===== config.mk =====
export PLATFORM = sky130hd
export DESIGN_NAME = two_queue_weighted_dequeue_core
export DESIGN_NICKNAME = d
export VERILOG_FILES = /design/src/rtl/twqd_pkg.sv /design/src/rtl/twqd_store.sv /design/src/rtl/two_queue_weighted_dequeue_core.sv
export SDC_FILE = /design/constraint.sdc
export NUM_CORES = 2
export LEC_CHECK = 0
export BUFFER_PORTS_ARGS = -buffer_cell sky130_fd_sc_hd__buf_2
export CORE_MARGIN = 2
export CORE_UTILIZATION = 56
export CTS_BUF_LIST = sky130_fd_sc_hd__clkbuf_16
export DETAILED_ROUTE_END_ITERATION = 10
export GPL_ROUTABILITY_DRIVEN = 0
export PLACE_DENSITY_LB_ADDON = 0.05
export RECOVER_POWER = 100
export SLEW_MARGIN = 20
export SYNTH_ARGS = -nofsm -noshare
export SYNTH_HDL_FRONTEND = slang
export SYNTH_HIERARCHICAL = 1
export SYNTH_SLANG_ARGS = --single-unit

===== constraint.sdc =====
create_clock -name i_clk -period 4.8 [get_ports i_clk]
set_input_delay 0.48 -clock i_clk [delete_from_list [all_inputs] [get_ports i_clk]]
set_output_delay 0.48 -clock i_clk [all_outputs]
set_load 0.02 [all_outputs]

===== src/rtl/twqd_pkg.sv =====
// Shared constants, codes and types for the two-queue weighted dequeue block.
// No dependencies; imported by the entry store and the top level.
`default_nettype none

package twqd_pkg;

    // Default number of entries held by each queue.
    localparam int QUEUE_DEPTH_DEF = 16;

    // Field widths of an item and of one stored entry.
    localparam int MODE_W   = 2;
    localparam int ID_W     = 32;
    localparam int TICKET_W = 16;
    localparam int STATUS_W = 3;
    localparam int LIMIT_W  = 4;
    localparam int ENTRY_W  = ID_W + TICKET_W;

    typedef logic [STATUS_W-1:0] t_status;
    typedef logic [MODE_W-1:0]   t_mode;

    // Reset value of the preferential burst limit.
    localparam logic [LIMIT_W-1:0] BURST_LIMIT_RST = 4'd2;

    // Operation codes carried in the mode field.
    localparam t_mode MODE_ENQ_NORM = 2'd0;
    localparam t_mode MODE_ENQ_PREF = 2'd1;
    localparam t_mode MODE_DEQ      = 2'd2;
    localparam t_mode MODE_NONE     = 2'd3;

    // Result status codes.
    localparam t_status ST_ENQUEUED  = 3'd0;
    localparam t_status ST_DUPLICATE = 3'd1;
    localparam t_status ST_FULL      = 3'd2;
    localparam t_status ST_DEQUEUED  = 3'd3;
    localparam t_status ST_EMPTY     = 3'd4;

endpackage

`default_nettype wire


===== src/rtl/twqd_store.sv =====
// Entry store for both queues: one write port and one read port, read data registered.
// Depends on twqd_pkg for the entry width.
`default_nettype none

module twqd_store
    import twqd_pkg::*;
#(
    parameter int ADDR_W = 5
) (
    input  wire logic               i_clk,
    input  wire logic               i_wr_en,
    input  wire logic [ADDR_W-1:0]  i_wr_addr,
    input  wire logic [ENTRY_W-1:0] i_wr_data,
    input  wire logic               i_rd_en,
    input  wire logic [ADDR_W-1:0]  i_rd_addr,
    output logic      [ENTRY_W-1:0] o_rd_data
);

    localparam int DEPTH = 2 ** ADDR_W;

    logic [ENTRY_W-1:0] r_mem [0:DEPTH-1];
    logic [ENTRY_W-1:0] r_rd_data;

    // Write port. Entries are undefined until an enqueue fills them.
    always_ff @(posedge i_clk) begin
        if (i_wr_en) begin
            r_mem[i_wr_addr] <= i_wr_data;
        end
    end

    // Read port; the data read appears in the cycle after the read is issued.
    always_ff @(posedge i_clk) begin
        if (i_rd_en) begin
            r_rd_data <= r_mem[i_rd_addr];
        end
    end

    assign o_rd_data = r_rd_data;

endmodule

`default_nettype wire


===== src/rtl/two_queue_weighted_dequeue_core.sv =====
// Top level of the two-queue weighted dequeue block: sequencer, queue pointers and burst count.
// Depends on twqd_pkg and twqd_store, which holds the entries of both queues.
//
//   Channel   Direction  Handshake                  Payload
//   in        input      i_in_valid / o_in_stall    i_mode, i_item_id, i_ticket
//   out       output     o_out_valid / i_out_stall  o_status, o_from_preferential,
//                                                   o_out_id, o_out_ticket
//   cfg       input      i_cfg_we                   i_cfg_data (pref_burst_limit)
//
// An enqueue first checks the target queue for a duplicate, reading one stored entry per
// cycle through the single read port of the entry store, and stops early when a duplicate
// turns up. A dequeue reads the head entry of the chosen queue and skips that read when
// both queues are empty.
// One item is in work at a time; the finished result sits in an output register, so a
// stall on the output holds only the next result, not the acceptance of the next item.
// Reset (synchronous, active low) empties both queues, clears the burst count and sets
// the burst limit to two; no clearing pass is needed. An item of mode 3 gives no result.
`default_nettype none

module two_queue_weighted_dequeue_core
    import twqd_pkg::*;
#(
    parameter int QUEUE_DEPTH = QUEUE_DEPTH_DEF
) (
    input  wire logic                       i_clk,
    input  wire logic                       i_rst_n,
    // Input items.
    input  wire logic                       i_in_valid,
    output logic                            o_in_stall,
    input  wire logic [MODE_W-1:0]          i_mode,
    input  wire logic signed [ID_W-1:0]     i_item_id,
    input  wire logic [TICKET_W-1:0]        i_ticket,
    // Result items.
    output logic                            o_out_valid,
    input  wire logic                       i_out_stall,
    output logic [STATUS_W-1:0]             o_status,
    output logic                            o_from_preferential,
    output logic signed [ID_W-1:0]          o_out_id,
    output logic [TICKET_W-1:0]             o_out_ticket,
    // Burst limit register.
    input  wire logic                       i_cfg_we,
    input  wire logic [LIMIT_W-1:0]         i_cfg_data
);

    localparam int QW = (QUEUE_DEPTH > 1) ? $clog2(QUEUE_DEPTH) : 1;
    localparam int CW = $clog2(QUEUE_DEPTH + 1);
    localparam int SW = CW + 1;
    localparam int AW = QW + 1;
    localparam logic [CW-1:0] DEPTH_C = CW'(QUEUE_DEPTH);

    // Sequencer states.
    localparam logic [2:0] S_IDLE = 3'd0;
    localparam logic [2:0] S_CMD  = 3'd1;
    localparam logic [2:0] S_SCAN = 3'd2;
    localparam logic [2:0] S_POP  = 3'd3;
    localparam logic [2:0] S_DONE = 3'd4;

    // Slot of a queue entry: head plus offset, wrapped at the queue depth.
    function automatic logic [QW-1:0] slot_of(input logic [QW-1:0] head,
                                              input logic [CW-1:0] off);
        logic [SW-1:0] sum;
        sum = SW'(head) + SW'(off);
        if (sum >= SW'(QUEUE_DEPTH)) begin
            sum = sum - SW'(QUEUE_DEPTH);
        end
        return sum[QW-1:0];
    endfunction

    // Control state.
    logic [2:0]          r_state, n_state;
    logic [QW-1:0]       r_norm_head, n_norm_head;
    logic [QW-1:0]       r_pref_head, n_pref_head;
    logic [CW-1:0]       r_norm_count, n_norm_count;
    logic [CW-1:0]       r_pref_count, n_pref_count;
    logic [LIMIT_W-1:0]  r_burst, n_burst;
    logic [LIMIT_W-1:0]  r_limit, n_limit;
    logic [CW-1:0]       r_idx, n_idx;
    logic                r_pend, n_pend;
    logic                r_out_valid, n_out_valid;

    // Item and result payload.
    t_mode               r_mode, n_mode;
    logic [ID_W-1:0]     r_id, n_id;
    logic [TICKET_W-1:0] r_ticket, n_ticket;
    t_status             r_res_status, n_res_status;
    logic                r_res_pref, n_res_pref;
    logic [ID_W-1:0]     r_res_id, n_res_id;
    logic [TICKET_W-1:0] r_res_ticket, n_res_ticket;
    t_status             r_out_status, n_out_status;
    logic                r_out_pref, n_out_pref;
    logic [ID_W-1:0]     r_out_id, n_out_id;
    logic [TICKET_W-1:0] r_out_ticket, n_out_ticket;

    // Store access.
    logic                wr_en;
    logic [AW-1:0]       wr_addr;
    logic                rd_en;
    logic [AW-1:0]       rd_addr;
    logic [ENTRY_W-1:0]  rd_data;

    // Enqueue target queue.
    logic                tgt_pref;
    logic [QW-1:0]       tgt_head;
    logic [CW-1:0]       tgt_count;
    logic [QW-1:0]       scan_slot;
    logic [QW-1:0]       tail_slot;
    logic                scan_hit;
    logic                out_free;

    // Dequeue decision inputs.
    logic                pref_nz;
    logic                norm_nz;
    logic                burst_low;

    twqd_store #(
        .ADDR_W (AW)
    ) u_store (
        .i_clk     (i_clk),
        .i_wr_en   (wr_en),
        .i_wr_addr (wr_addr),
        .i_wr_data ({r_id, r_ticket}),
        .i_rd_en   (rd_en),
        .i_rd_addr (rd_addr),
        .o_rd_data (rd_data)
    );

    // Target queue of an enqueue and the slots it touches.
    assign tgt_pref  = (r_mode == MODE_ENQ_PREF);
    assign tgt_head  = tgt_pref ? r_pref_head : r_norm_head;
    assign tgt_count = tgt_pref ? r_pref_count : r_norm_count;
    assign scan_slot = slot_of(tgt_head, r_idx);
    assign tail_slot = slot_of(tgt_head, tgt_count);
    assign scan_hit  = r_pend && (rd_data[ENTRY_W-1:TICKET_W] == r_id);

    assign pref_nz   = (r_pref_count != '0);
    assign norm_nz   = (r_norm_count != '0);
    assign burst_low = (r_burst < r_limit);

    assign out_free  = !r_out_valid || !i_out_stall;

    // Sequencer and queue bookkeeping.
    always_comb begin
        n_state      = r_state;
        n_norm_head  = r_norm_head;
        n_pref_head  = r_pref_head;
        n_norm_count = r_norm_count;
        n_pref_count = r_pref_count;
        n_burst      = r_burst;
        n_limit      = r_limit;
        n_idx        = r_idx;
        n_pend       = r_pend;
        n_out_valid  = r_out_valid && i_out_stall;
        n_mode       = r_mode;
        n_id         = r_id;
        n_ticket     = r_ticket;
        n_res_status = r_res_status;
        n_res_pref   = r_res_pref;
        n_res_id     = r_res_id;
        n_res_ticket = r_res_ticket;
        n_out_status = r_out_status;
        n_out_pref   = r_out_pref;
        n_out_id     = r_out_id;
        n_out_ticket = r_out_ticket;
        wr_en        = 1'b0;
        wr_addr      = '0;
        rd_en        = 1'b0;
        rd_addr      = '0;

        // The limit is to be written only while the block is idle; the block itself does not enforce this.
        if (i_cfg_we) begin
            n_limit = i_cfg_data;
        end

        unique case (r_state)
            S_IDLE: begin
                if (i_in_valid) begin
                    n_mode   = i_mode;
                    n_id     = i_item_id;
                    n_ticket = i_ticket;
                    if (i_mode != MODE_NONE) begin
                        n_state = S_CMD;
                    end
                end
            end

            S_CMD: begin
                n_res_pref   = 1'b0;
                n_res_id     = '0;
                n_res_ticket = '0;
                unique case (r_mode)
                    MODE_ENQ_NORM, MODE_ENQ_PREF: begin
                        n_idx   = '0;
                        n_pend  = 1'b0;
                        n_state = S_SCAN;
                    end
                    MODE_DEQ: begin
                        n_res_status = ST_DEQUEUED;
                        n_state      = S_POP;
                        // Preferential first under limit, then one normal entry; else any nonempty queue.
                        priority if (pref_nz && burst_low) begin
                            rd_en        = 1'b1;
                            rd_addr      = {1'b1, r_pref_head};
                            n_pref_head  = slot_of(r_pref_head, CW'(1));
                            n_pref_count = r_pref_count - CW'(1);
                            n_burst      = r_burst + LIMIT_W'(1);
                            n_res_pref   = 1'b1;
                        end else if (!burst_low && norm_nz) begin
                            rd_en        = 1'b1;
                            rd_addr      = {1'b0, r_norm_head};
                            n_norm_head  = slot_of(r_norm_head, CW'(1));
                            n_norm_count = r_norm_count - CW'(1);
                            n_burst      = '0;
                        end else if (pref_nz) begin
                            rd_en        = 1'b1;
                            rd_addr      = {1'b1, r_pref_head};
                            n_pref_head  = slot_of(r_pref_head, CW'(1));
                            n_pref_count = r_pref_count - CW'(1);
                            n_res_pref   = 1'b1;
                        end else if (norm_nz) begin
                            rd_en        = 1'b1;
                            rd_addr      = {1'b0, r_norm_head};
                            n_norm_head  = slot_of(r_norm_head, CW'(1));
                            n_norm_count = r_norm_count - CW'(1);
                        end else begin
                            n_res_status = ST_EMPTY;
                            n_state      = S_DONE;
                        end
                    end
                    default: begin
                        n_state = S_IDLE;
                    end
                endcase
            end

            S_SCAN: begin
                // One read issued per cycle; its compare lands in the next cycle.
                priority if (scan_hit) begin
                    n_pend       = 1'b0;
                    n_res_status = ST_DUPLICATE;
                    n_state      = S_DONE;
                end else if (r_idx != tgt_count) begin
                    rd_en   = 1'b1;
                    rd_addr = {tgt_pref, scan_slot};
                    n_idx   = r_idx + CW'(1);
                    n_pend  = 1'b1;
                end else if (r_pend) begin
                    n_pend = 1'b0;
                end else if (tgt_count == DEPTH_C) begin
                    n_res_status = ST_FULL;
                    n_state      = S_DONE;
                end else begin
                    wr_en   = 1'b1;
                    wr_addr = {tgt_pref, tail_slot};
                    if (tgt_pref) begin
                        n_pref_count = r_pref_count + CW'(1);
                    end else begin
                        n_norm_count = r_norm_count + CW'(1);
                    end
                    n_res_status = ST_ENQUEUED;
                    n_state      = S_DONE;
                end
            end

            S_POP: begin
                n_res_id     = rd_data[ENTRY_W-1:TICKET_W];
                n_res_ticket = rd_data[TICKET_W-1:0];
                n_state      = S_DONE;
            end

            S_DONE: begin
                // Hand the result to the output register once it is free.
                if (out_free) begin
                    n_out_valid  = 1'b1;
                    n_out_status = r_res_status;
                    n_out_pref   = r_res_pref;
                    n_out_id     = r_res_id;
                    n_out_ticket = r_res_ticket;
                    n_state      = S_IDLE;
                end
            end

            default: begin
                n_state = S_IDLE;
            end
        endcase
    end

    // Control registers.
    always_ff @(posedge i_clk) begin
        if (!i_rst_n) begin
            r_state      <= S_IDLE;
            r_norm_head  <= '0;
            r_pref_head  <= '0;
            r_norm_count <= '0;
            r_pref_count <= '0;
            r_burst      <= '0;
            r_limit      <= BURST_LIMIT_RST;
            r_idx        <= '0;
            r_pend       <= 1'b0;
            r_out_valid  <= 1'b0;
        end else begin
            r_state      <= n_state;
            r_norm_head  <= n_norm_head;
            r_pref_head  <= n_pref_head;
            r_norm_count <= n_norm_count;
            r_pref_count <= n_pref_count;
            r_burst      <= n_burst;
            r_limit      <= n_limit;
            r_idx        <= n_idx;
            r_pend       <= n_pend;
            r_out_valid  <= n_out_valid;
        end
    end

    // Payload registers.
    always_ff @(posedge i_clk) begin
        r_mode       <= n_mode;
        r_id         <= n_id;
        r_ticket     <= n_ticket;
        r_res_status <= n_res_status;
        r_res_pref   <= n_res_pref;
        r_res_id     <= n_res_id;
        r_res_ticket <= n_res_ticket;
        r_out_status <= n_out_status;
        r_out_pref   <= n_out_pref;
        r_out_id     <= n_out_id;
        r_out_ticket <= n_out_ticket;
    end

    // Ports.
    assign o_in_stall          = (r_state != S_IDLE);
    assign o_out_valid         = r_out_valid;
    assign o_status            = r_out_status;
    assign o_from_preferential = r_out_pref;
    assign o_out_id            = r_out_id;
    assign o_out_ticket        = r_out_ticket;

endmodule

`default_nettype wire

==> qor.yml <==
status: "finished with violations"
violations: "max-capacitance violations, max-slew violations"
synth_area_sq_um: 69300
layout-drive-gt1-share_pct: 12.3
htree_levels: 4
viasPerCell: 6.09
die_y_microns: 356
final_cell_area_sq_um: 79000
core_area_sq_um: 123000
start_kind: "flop"
post_drt_wl_per_cell_microns: 29.3
cp_max_fo: 44
cts_setup_buffers: 0
numClockSinks: 1774
synth-async-reset-ratio_pct: 0
synth_top_area_cell: "edfxtp_1"
dieWidth_microns: 356
hold_viol_final: 0
fmax_mhz: 216
period_share_pct: 96.4
cts_tree: "built"
min_from: "i_cfg_we"
synth_edf_count: 1738
irDropWorstVdd_mv: 0.382
start_util_pct: 56.2
grt_pass1_vias: 36642
syn_area_per_cell_sq_um: 17.5
fin_crit_ns: 4.63
cts_buffer_depth: 3
io_pins: 113
swShare_pct: 20.6
crit_path_end_kind: "flop"
track_usage_pct: 28.5
worst_pin_slew_ns: 2.57
route.detailed.drc: 0
min_path_type: "input pin to flop"
firstDrtPassIters: 5
setup_viol: 0
insertion_delay_ns: 0.80
gr-total-overflow: 0
synth.area.top_cells: "edfxtp_1 (75%), mux2i_1 (11%), a22oi_1 (1.6%)"
path_class: "flop to flop"
power.density_nw_per_um2: 402
synthFlopType: "edfxtp_1"
numCtsBuffers: 178
postSynthNetCount: 4035
r2r_start: "r_id[5]"
die_area_sq_um: 127000
vias: 37371
final_core_util_pct: 64.2
place_hpwl_microns: 106000
place_area_sq_um: 73800
ys_top_cells_by_count: "edfxtp_1 (1738), mux2i_1 (778), nand2_1 (184)"
yosysWarnings: 6
maxCapViolCount: 21
crit_path_start: "r_id[5]"
maxSlewHeadroom_pct: -71.1
p_leak_nw: 24.8
rsz0062_at_grt: "false"
drv_slew: 696
seqPwrFrac_pct: 55.4
yosys_register_bits: 1774
finalWirelength_microns: 180000
finClkSkew_ns: 0.0222
syn_to_final_growth_pct: 14.1
internal_power_w: 0.0252
synth.distinct_cells: 66
ys_seq_area_share_pct: 76.4
antenna_found_initial: 9
cts.reportedPaths.clkPinSlew_ns: 0.06
drt_iter0_drc: 4128
yosysMostFrequentCell: "edfxtp_1"
netSwitchingPower_w: 0.00656
comb_power_share_pct: 3.1
root_buffer: "clkbuf_16"
io_buffers: 112
arrival_ns: 5.12
ant_nets: 0
synth_cells: 3953
grt_max_degree: 73
nets: 4442
yosys.area.top_type_share_pct: 75.3
required_ns: 5.29
grt_pass1_wl_microns: 257000
rows: 129
pwr-share-clk_pct: 41.5
[state kept, by name (all words and copies together) (netlist names), 4 cells and up]
name	count
o_out_id	32
r_burst	4
u_store/r_mem	1536
r_norm_count	5
r_res_ticket	16
u_store/o_rd_data	48
r_norm_head	4
r_idx	5
r_pref_count	5
o_out_ticket	16
r_res_id	32
r_id	32
r_ticket	16
r_pref_head	4
r_limit	4
[routing by layer]
| metal | track usage [%] | share of wire (%) |
|---|---|---|
| met5 | 0 | 0.0072 |
| met4 | 7.26 | 2.2 |
| met3 | 5.21 | 8.1 |
| met2 | 44.4 | 47 |
| met1 | 42.1 | 43 |
[cell usage in the layout (no fill, tap or decap), drive strengths merged, types with 10 or more instances in the layout]
cell,n
a21oi,164
o21ai,19
nor2,54
nor2b,10
mux2i,780
nand3,158
dlygate4sd3,57
dfxtp,36
a22oi,150
and3,51
and2,12
inv,67
a31oi,48
nor3,61
edfxtp,1738
bufinv,13
clkinv,68
clkbuf,350
nand2,184
a22o,97
xnor2,19
ha,19
buf,217
xor2,36
[path summary, 6_finish.rpt]
check                                to  slack [ns]  cells past startpoint
setup / recovery  u_store/o_rd_data[18]        0.17                     16
hold / removal               r_limit[3]        0.06                      3
setup reg to reg  u_store/o_rd_data[18]        0.17                     16
hold reg to reg            o_out_id[22]        0.41                      0
[kinds of logic after synthesis]
| group | after synthesis | synth area share, % |
|---|---|---|
| AOI/OAI and AO/OA | 513 | 5.02 |
| xor gates and xnor gates | 55 | 0.706 |
| adders and majority gates | 23 | 0.459 |
| buffers and inverters | 230 | 2.06 |
| DFF | 1774 | 76.4 |
| muxes | 782 | 11.3 |
| and+or+nand+nor | 576 | 4.04 |
[through the flow]
step	TNS, ns	worst slack [ns]	total power [W]	hold WS, ns	instances
floorplan	-331.83	-0.477	0.0183	0.400	3953
global placement	0	0.250	0.0189	0.401	5755
detailed placement	0	0.297	0.0189	0.405	5755
CTS	0	0.275	0.0320	0.000129	6129
global route	0	0.0721	0.0327	0.0342	6134
finish	0	0.172	0.0318	0.0555	6136
[power by group through the flow]
stage	Clock (W)	Sequential [W]	Combinational, W
floorplan	0	0.0180	0.000305
global placement	0	0.0179	0.000946
detailed placement	0	0.0180	0.000964
CTS	0.0134	0.0176	0.00100
global route	0.0140	0.0176	0.00106
finish	0.0132	0.0176	0.000984
[critical path: stages, from the launching register on]
cell	delay (ns)
edfxtp_1	0.45
xor2_1	0.70
nor4_1	0.21
buf_4	0.20
nand4_1	0.09
nor3_1	0.05
clkbuf_1	0.13
nor2_1	0.18
nand2_1	0.15
o22ai_1	0.56
and2b_1	0.34
buf_12	0.32
buf_4	0.22
a22o_1	0.18
nor3_1	0.06
a31oi_1	0.21
nand3_1	0.19
[timing repair]
item,in CTS,in global routing
hold buffers,57,0
resized for setup,0,0
endpoints found under the hold margin,55,0
[layout make-up]
cell class / instances / area (sq um)
sequential: 1774 / 52900
clock inverter: 133 / 918
multi-input combinational: 1949 / 15200
clock buffer: 184 / 4600
antenna: 2 / 5.00
inverter: 17 / 63.8
timing repair buffer: 440 / 3300
fill: 8688 / 44100
tap: 1637 / 2050
Note: power is estimated with default switching activity, not from simulation.
